File: src/hdl/bstb_pkg.sv
`timescale 1ns / 1ps
// ----------------------------------------------------------------------------
// bstb_pkg
// Types, codes and constants shared by the bone modifier blend table.
// ----------------------------------------------------------------------------
package bstb_pkg;

  localparam int MaxEntriesDef = 64;
  localparam logic signed [31:0] QOne = 32'sh0001_0000;
  localparam logic signed [31:0] SatMax = 32'sh7fff_ffff;
  localparam logic signed [31:0] SatMin = 32'sh8000_0000;

  localparam logic [2:0] OpClear = 3'd0;
  localparam logic [2:0] OpAddRot = 3'd1;
  localparam logic [2:0] OpAddScale = 3'd2;
  localparam logic [2:0] OpAddTrans = 3'd3;
  localparam logic [2:0] OpApplyScale = 3'd4;
  localparam logic [2:0] OpApplyTrans = 3'd5;

  localparam logic [1:0] KindRot = 2'd0;
  localparam logic [1:0] KindScale = 2'd1;
  localparam logic [1:0] KindTrans = 2'd2;

  localparam logic CfgGlobalWeight = 1'b0;
  localparam logic CfgCapacity = 1'b1;

  typedef struct packed {
    logic [2:0] op;
    logic [6:0] bone;
    logic signed [31:0] weight;
    logic signed [31:0] vec_x;
    logic signed [31:0] vec_y;
    logic signed [31:0] vec_z;
  } bstb_in_t;

  typedef struct packed {
    logic signed [31:0] out_x;
    logic signed [31:0] out_y;
    logic signed [31:0] out_z;
    logic added;
    logic full_res;
    logic bone_marked;
    logic any_rotation;
    logic any_scale;
    logic any_translation;
  } bstb_out_t;

  // entry record: bone, kind, weight, vector
  typedef struct packed {
    logic [6:0] bone;
    logic [1:0] kind;
    logic signed [31:0] weight;
    logic signed [31:0] vx;
    logic signed [31:0] vy;
    logic signed [31:0] vz;
  } bstb_entry_t;

  localparam int EntryW = $bits(bstb_entry_t);

  typedef enum logic [2:0] {
    ST_IDLE,
    ST_READ,
    ST_WMUL,
    ST_STEP1,
    ST_STEP2,
    ST_STEP3,
    ST_DONE
  } bstb_state_t;

  // datapath commands from the controller
  typedef struct packed {
    logic load;
    logic wmul;
    logic step1;
    logic step2;
    logic step3;
    logic next;
    logic emit;
  } bstb_cmd_t;

  typedef struct packed {
    logic is_apply;
    logic scan_end;
    logic hit;
  } bstb_sts_t;

  function automatic logic signed [31:0] sat64(input logic signed [63:0] x);
    if (x > 64'sd2147483647) return SatMax;
    if (x < -64'sd2147483648) return SatMin;
    return x[31:0];
  endfunction

  // floor(a*b/2^16) saturated; the caller passes in the product a*b
  function automatic logic signed [31:0] qsat(input logic signed [63:0] p);
    return sat64(p >>> 16);
  endfunction

endpackage

File: src/hdl/bstb_ctrl.sv
`timescale 1ns / 1ps
// ----------------------------------------------------------------------------
// bstb_ctrl
// Sequencer for clear and add transactions and for table scans during apply transactions.
// ----------------------------------------------------------------------------
module bstb_ctrl
  import bstb_pkg::*;
(
  input  logic        clk,
  input  logic        rst_n,
  input  logic        start,
  output logic        busy,
  input  bstb_sts_t   sts,
  output bstb_cmd_t   cmd
);
  bstb_state_t state_r, state_nxt;

  always_ff @(posedge clk) begin
    if (!rst_n) begin
      state_r <= ST_IDLE;
    end else begin
      state_r <= state_nxt;
    end
  end

  always_comb begin
    state_nxt = state_r;
    unique case (state_r)
      ST_IDLE:  if (start) state_nxt = ST_DONE;
      ST_DONE:  begin
        if (sts.is_apply && !sts.scan_end) state_nxt = ST_READ;
        else state_nxt = ST_IDLE;
      end
      ST_READ:  state_nxt = ST_WMUL;
      ST_WMUL:  state_nxt = sts.hit ? ST_STEP1 : ST_DONE;
      ST_STEP1: state_nxt = ST_STEP2;
      ST_STEP2: state_nxt = ST_STEP3;
      ST_STEP3: state_nxt = ST_DONE;
      default:  state_nxt = ST_IDLE;
    endcase
  end

  always_comb begin
    cmd = '0;
    busy = (state_r != ST_IDLE);
    unique case (state_r)
      ST_IDLE:  cmd.load = start;
      ST_DONE:  begin
        if (!(sts.is_apply && !sts.scan_end)) cmd.emit = 1'b1;
      end
      ST_READ:  cmd.wmul = 1'b1;
      ST_WMUL:  begin
        cmd.step1 = sts.hit;
        cmd.next = !sts.hit;
      end
      ST_STEP1: cmd.step2 = 1'b1;
      ST_STEP2: cmd.step3 = 1'b1;
      ST_STEP3: cmd.next = 1'b1;
      default:  cmd = '0;
    endcase
  end
endmodule

File: config.mk
export PLATFORM = sky130hd
export DESIGN_NAME = bstb_ctrl
export DESIGN_NICKNAME = d
export VERILOG_FILES = /design/src/hdl/bstb_pkg.sv /design/src/hdl/bstb_ctrl.sv
export SDC_FILE = /design/constraint.sdc
export NUM_CORES = 1
export LEC_CHECK = 0
export BUFFER_PORTS_ARGS = -buffer_cell sky130_fd_sc_hd__clkbuf_2
export CORE_AREA = 2 2 39 41
export CTS_BUF_LIST = sky130_fd_sc_hd__clkbuf_2 sky130_fd_sc_hd__clkbuf_4 sky130_fd_sc_hd__clkbuf_8
export DETAILED_ROUTE_END_ITERATION = 6
export DIE_AREA = 0 0 41 43
export GPL_ROUTABILITY_DRIVEN = 1
export PLACE_DENSITY_LB_ADDON = 0.1
export RECOVER_POWER = 100
export SLEW_MARGIN = 5
export SYNTH_ARGS = -nofsm -noshare
export SYNTH_HDL_FRONTEND = slang
export SYNTH_SLANG_ARGS = --single-unit
File: constraint.sdc
create_clock -name clk -period 2 [get_ports clk]
set_input_delay 0.1 -clock clk [delete_from_list [all_inputs] [get_ports clk]]
set_output_delay 0.1 -clock clk [all_outputs]
set_load 0.02 [all_outputs]
==> impl_metrics.tcl, run 1 <==
set metrics [dict create \
    status "finished clean" \
    firstDrtPassIters 2 \
    drc 0 \
    worstSetupEndpointType "output port" \
    antenna_found_initial 0 \
    reg2reg_depth 2 \
    cts.repair.resized 0 \
    syn_area_per_cell_um2 7.265 \
    critPathLaunchType "flop" \
    crit_arrival_ns 1.33 \
    die-area_um2 1763 \
    initial_core_util_pct 16.27 \
    viasPerCell 4.226 \
    synth_cell_types 21 \
    syn2layout_area_growth_pct 39.44 \
    rsz0062_at_grt "no" \
    irDropWorstVdd_v 0.0003400 \
    grt_usage_pct 7.916 \
    hold_class "input port to flop" \
    dp_hpwl_um 416 \
    overflow 0 \
    wl_per_cell_um 9.145 \
    path_max_fanout 10 \
    routabilityCongestion 0.7155 \
    ctsRootBufferMaster "clkbuf_4" \
    finalSetupViolCount 0 \
    min_period_ns 1.429 \
    clock-sinks 3 \
    num-fill-cells 180 \
    largestRegisters "state_r: 3 flops" \
    finClkSkew_ns 0.0004311 \
    clock.fmax_ghz 0.6997 \
    maxSlewHeadroom_pct 75.25 \
    ys_seq_area_share_pct 26.67 \
    synth_cells 31 \
    synth-seq-cells 3 \
    setup-tns-final_ns 0 \
    hold_buffers 0 \
    postCtsSetupBuffers 0 \
    synth.net_count 37 \
    postRouteAntennaNets 0 \
    die_x_um 41 \
    wirelength_um 567 \
    multi_input_area_um2 137.6 \
    drt_iter0_markers 2 \
    io_pins 14 \
    die_y_um 43 \
    yosys_warnings 0 \
    htree_num_levels 1 \
    grt_max_degree 15 \
    grt_pass1_wl_um 924 \
    syn_area_um2 225.2 \
    place_area_um2 294.0 \
    power_density_nw_per_um2 1027 \
    clk_pin_slew_ns 0.04 \
    min_path_cells 3 \
    worst_ep_required_time_ns 1.90 \
    grt_pass1_vias 254 \
    io_buffer_count 13 \
    critical_path_class "flop to output port" \
    final_cell_area_um2 314.1 \
    whs_ns 0.1124 \
    cts_tree "done" \
    seqCellArea_um2 60.06 \
    clk_latency_ns 0.23 \
    diodes 0 \
    vias 262 \
    regMostFlops "state_r" \
    coreArea_um2 1384 \
    power_leakage_nw 0.1350 \
    placement_rows 14 \
    hold_viol_final 0 \
    worst_slew_pin_slew_ns 0.3707 \
    finalCritPeriodShare_pct 71.46 \
    cap_violations 0 \
    clk_path_buf_depth 2 \
    numCtsBuffers 3 \
    nNetsFinal 53 \
    largest_reg_flops 3 \
    drv_slew 0 \
    drive_above_1_share_pct 23.91 \
]
[per-layer routing]
metal,part of all wire (%),vias up,GRT usage [%]
li1,-,137,-
met3,7.8,0,6.283
met4,0,0,2.000
met5,0,-,0
met1,46,115,8.307
met2,46,10,11.88
[cell usage after synthesis]
cell type / number / area share [%]
a211oi_1: 1 / 3.3
a21boi_1: 1 / 3.3
a311oi_1: 1 / 3.9
a31o_1: 1 / 3.9
and3_1: 1 / 2.8
and4b_1: 1 / 4.4
buf_2: 1 / 2.2
buf_6: 1 / 5.0
dfxtp_1: 3 / 27
inv_1: 3 / 5.0
nand2_1: 5 / 8.3
nand2b_1: 1 / 2.8
nor2_1: 3 / 5.0
nor2_2: 1 / 2.8
nor2b_1: 1 / 2.8
nor3_1: 1 / 2.2
nor3b_1: 1 / 3.3
o21ai_0: 1 / 2.2
o21ai_1: 1 / 2.2
o22ai_1: 1 / 2.8
or3_4: 1 / 5.0
[cell type report]
class | instances | share of cell area [%]
Tap cell | 16 | 6.375
Timing Repair Buffer | 13 | 17.53
Multi-Input combinational cell | 23 | 43.82
Sequential cell | 3 | 19.12
Inverter | 3 | 3.586
Clock buffer | 4 | 9.562
[stage by stage]
step | std cells | util [%] | setup WS [ns] | total power [W]
floorplan | 31 | - | 0.8343 | 0.0001817
global placement | 58 | 21.25 | 0.8690 | 0.0002112
detailed placement | 58 | 21.25 | 0.8726 | 0.0002098
CTS | 62 | 23.42 | 0.6121 | 0.0003392
global route | 62 | 22.69 | 0.4591 | 0.0003485
finish | 62 | 22.69 | 0.5707 | 0.0003226
[worst paths after layout]
check | from | endpoint | slack, ns
setup / recovery | state_r[2] | cmd[6] | 0.57
hold / removal | rst_n | state_r[2] | 0.11
setup reg to reg | state_r[1] | state_r[0] | 0.92
hold reg to reg | state_r[0] | state_r[1] | 0.55
[cell families (layout without fill, tap and decap cells)]
logic type | after synthesis | count (layout) | share of synthesized area, %
flip-flops | 3 | 3 | 26.67
AO/OA/AOI/OAI | 7 | 7 | 21.67
buffers and inverters | 5 | 20 | 12.22
AND/OR/NAND/NOR | 16 | 16 | 39.45
[layout by cell type (no fill, tap or decap)]
master,Yosys,routed
nand2_1,5,5
nor3_1,1,1
or3_4,1,1
nor2b_1,1,1
clkbuf_1,0,8
a31o_1,1,1
nand2b_1,1,1
nor2_1,3,3
clkbuf_2,0,5
inv_1,3,3
o22ai_1,1,1
clkbuf_4,0,4
o21ai_0,1,2
and3_1,1,1
nor2_2,1,1
a21boi_1,1,1
a211oi_1,1,1
dfxtp_1,3,3
a311oi_1,1,1
nor3b_1,1,1
and4b_1,1,1
[worst max-delay path, cell delays in order (launching register included)]
cell and delay, ns:
dfxtp_1 0.38, or3_4 0.40, nor2_2 0.08, clkbuf_1 0.23
[power by group]
part,internal [W],leakage (nW),total [W],switching (W)
clock network,0.0000884,0.0184,0.000121,0.0000328
logic,0.0000417,0.0917,0.000107,0.0000653
registers,0.0000705,0.0249,0.0000944,0.0000239
total,0.000201,0.135,0.000323,0.000122
(Power assumes the default switching activity.)
==> run 2: changes to the inputs <==
==> constraint.sdc (replaced) <==
create_clock -name clk -period 1.25 [get_ports clk]
set_input_delay 0.0625 -clock clk [delete_from_list [all_inputs] [get_ports clk]]
set_output_delay 0.0625 -clock clk [all_outputs]
set_load 0.02 [all_outputs]
==> run 2 against run 1 <==
  * The flow now finishes with violations (setup timing)
  * Cell area grew 16%
  * Die area stayed put
  * Combinational power increased by 110%
  * Critical path depth stayed put
  * Hold slack worse by 0.044 ns
  * Core utilization is 3.7 points higher
  * Global-route usage grew 0.51 points
  * Sequential share of layout area is 0.97 points lower
  * First-iteration DRC count down 50%
  * Clock-buffer cell count unchanged
  * Register-to-register slack got worse by 0.62 ns
  * Clock power increased by 60%
==> impl_metrics.tcl, run 2 (synthesis gave the netlist of run 1 again) <==
set metrics [dict create \
    wl_per_cell_um 9.234 \
    drv_slew 0 \
    clock.fmax_ghz 0.7983 \
    pre_cts_ws_ns 0.1601 \
    cts_tree "done" \
    ctsRootBufferMaster "clkbuf_4" \
    cp_slowest_cell "or3_4" \
    placement_rows 14 \
    postRouteAntennaNets 0 \
    hold_buffers 0 \
    clk_latency_ns 0.23 \
    min_path_cells 3 \
    vias 271 \
    drc 0 \
    clk_path_buf_depth 2 \
    min_period_ns 1.253 \
    worstSetupEndpointType "output port" \
    path_max_fanout 5 \
    grt_max_degree 15 \
    final_cells 64 \
    power_leakage_nw 0.1779 \
    irDropWorstVdd_v 0.0004347 \
    die_x_um 41 \
    worst_ep_required_time_ns 1.19 \
    initial_core_util_pct 16.27 \
    die-area_um2 1763 \
    nNetsFinal 55 \
    grt_use_met2_pct 13.13 \
    dp.cells 58 \
    hold_class "input port to flop" \
    maxSlewHeadroom_pct 84.04 \
    io_pins 14 \
    path_cells "or3_4 -> nor2_4 -> buf_8" \
    htree_num_levels 1 \
    rsz0062_at_grt "yes" \
    reg2reg_depth 3 \
    max_stage_delay_ns 0.40 \
    viasPerCell 4.234 \
    largestRegisters "state_r: 3 flops" \
    min_to "state_r[2]" \
    routabilityCongestion 0.7155 \
    critPathLaunchType "flop" \
    r2r-start "state_r[0]" \
    regMostFlops "state_r" \
    status "finished with violations" \
    clock-sinks 3 \
    firstDrtPassIters 3 \
    crit_arrival_ns 1.19 \
    fin_ws_ns -0.002627 \
    grt_pass1_wl_um 979 \
    met3_usage_pct 6.283 \
    drive_above_1_share_pct 52.08 \
    numCtsBuffers 3 \
    die_y_um 43 \
    final_common_cell "clkbuf_2" \
    grt_most_used_layer "met2" \
    finalSetupViolCount 1 \
    power_density_nw_per_um2 1558 \
    coreArea_um2 1384 \
    fin_util_pct 26.40 \
    timing.rr.end "state_r[2]" \
    ff2ff_setup_slack_ns 0.30 \
    finClkSkew_ns 0.00002509 \
    startpoint "state_r[2]" \
    io_buffer_count 13 \
    hold_viol_final 0 \
    overflow 0 \
    grt_usage_pct 8.425 \
    grt_pass1_vias 268 \
    syn2layout_area_growth_pct 62.22 \
    cap_violations 0 \
    dp_hpwl_um 416 \
    diodes 0 \
    worst_slew_pin_slew_ns 0.2378 \
    cp_top_family "simple AND/OR/NAND/NOR gates" \
    hp-start "rst_n" \
    violations "setup timing" \
    clk_pin_slew_ns 0.04 \
    grt.met1_usage_pct 8.654 \
    final_cell_mix "10 x clkbuf_2, 5 x nand2_1, 4 x clkbuf_4" \
    critical_path_class "flop to output port" \
    wirelength_um 591 \
    total_power_w 0.0005693 \
    largest_reg_flops 3 \
    drt_iter0_markers 1 \
    finalCritPeriodShare_pct 100.2 \
    path_buf_inv 1 \
    antenna_found_initial 0 \
]
## run 2: worst reg2reg max path, stage by stage (launching register included)
cell,delay (ns)
dfxtp_2,0.34
inv_1,0.14
a211oi_1,0.09
a311oi_1,0.27
## run 2: worst max-delay path by stage
stage,to,slack [ns],cells past startpoint
after floorplan,cmd[3],0.12,2
final,cmd[6],-0.003,3
after global placement,cmd[6],0.16,3
after CTS,cmd[6],-0.03,3
after global routing,cmd[6],-0.06,3
after detailed placement,cmd[6],0.16,3
## run 2: area by class of cell
| class | instances | area [um2] |
|---|---|---|
| clock buffer | 4 | 30.03 |
| fill | 173 | 1018 |
| sequential | 3 | 66.31 |
| multi-input combinational | 23 | 147.6 |
| timing repair buffer | 15 | 90.09 |
| tap | 16 | 20.02 |
| inverter | 3 | 11.26 |
## run 2: routing by layer
layer | wire length (um) | vias to the layer above | share of wire (%)
met4 | 0 | 0 | 0
met1 | 262 | 121 | 44
met2 | 285 | 10 | 48
met5 | 0 | - | 0
met3 | 43 | 0 | 7.3
li1 | - | 140 | -
## run 2: repair_timing
item,in CTS,in global routing
buffers inserted,2,0
endpoints found under the setup margin,7,4
endpoints found under the hold margin,0,0
pin swaps,0,1
resized for setup,6,6
## run 2: where the power goes
group,internal [W],switching (W)
clock,0.000141,0.0000529
combinational,0.000104,0.000121
sequential,0.000118,0.0000328
## run 2: through the flow
step / hold WS, ns / setup TNS [ns] / instance area (um2)
3_5_place_dp: 0.3101 / 0 / 294.0
2_1_floorplan: 0.1770 / 0 / 225.2
4_1_cts: 0.04940 / -0.03213 / 354.1
3_3_place_gp: 0.3115 / 0 / 294.0
6_report: 0.06843 / -0.002627 / 365.4
5_1_grt: 0.05831 / -0.1187 / 365.4
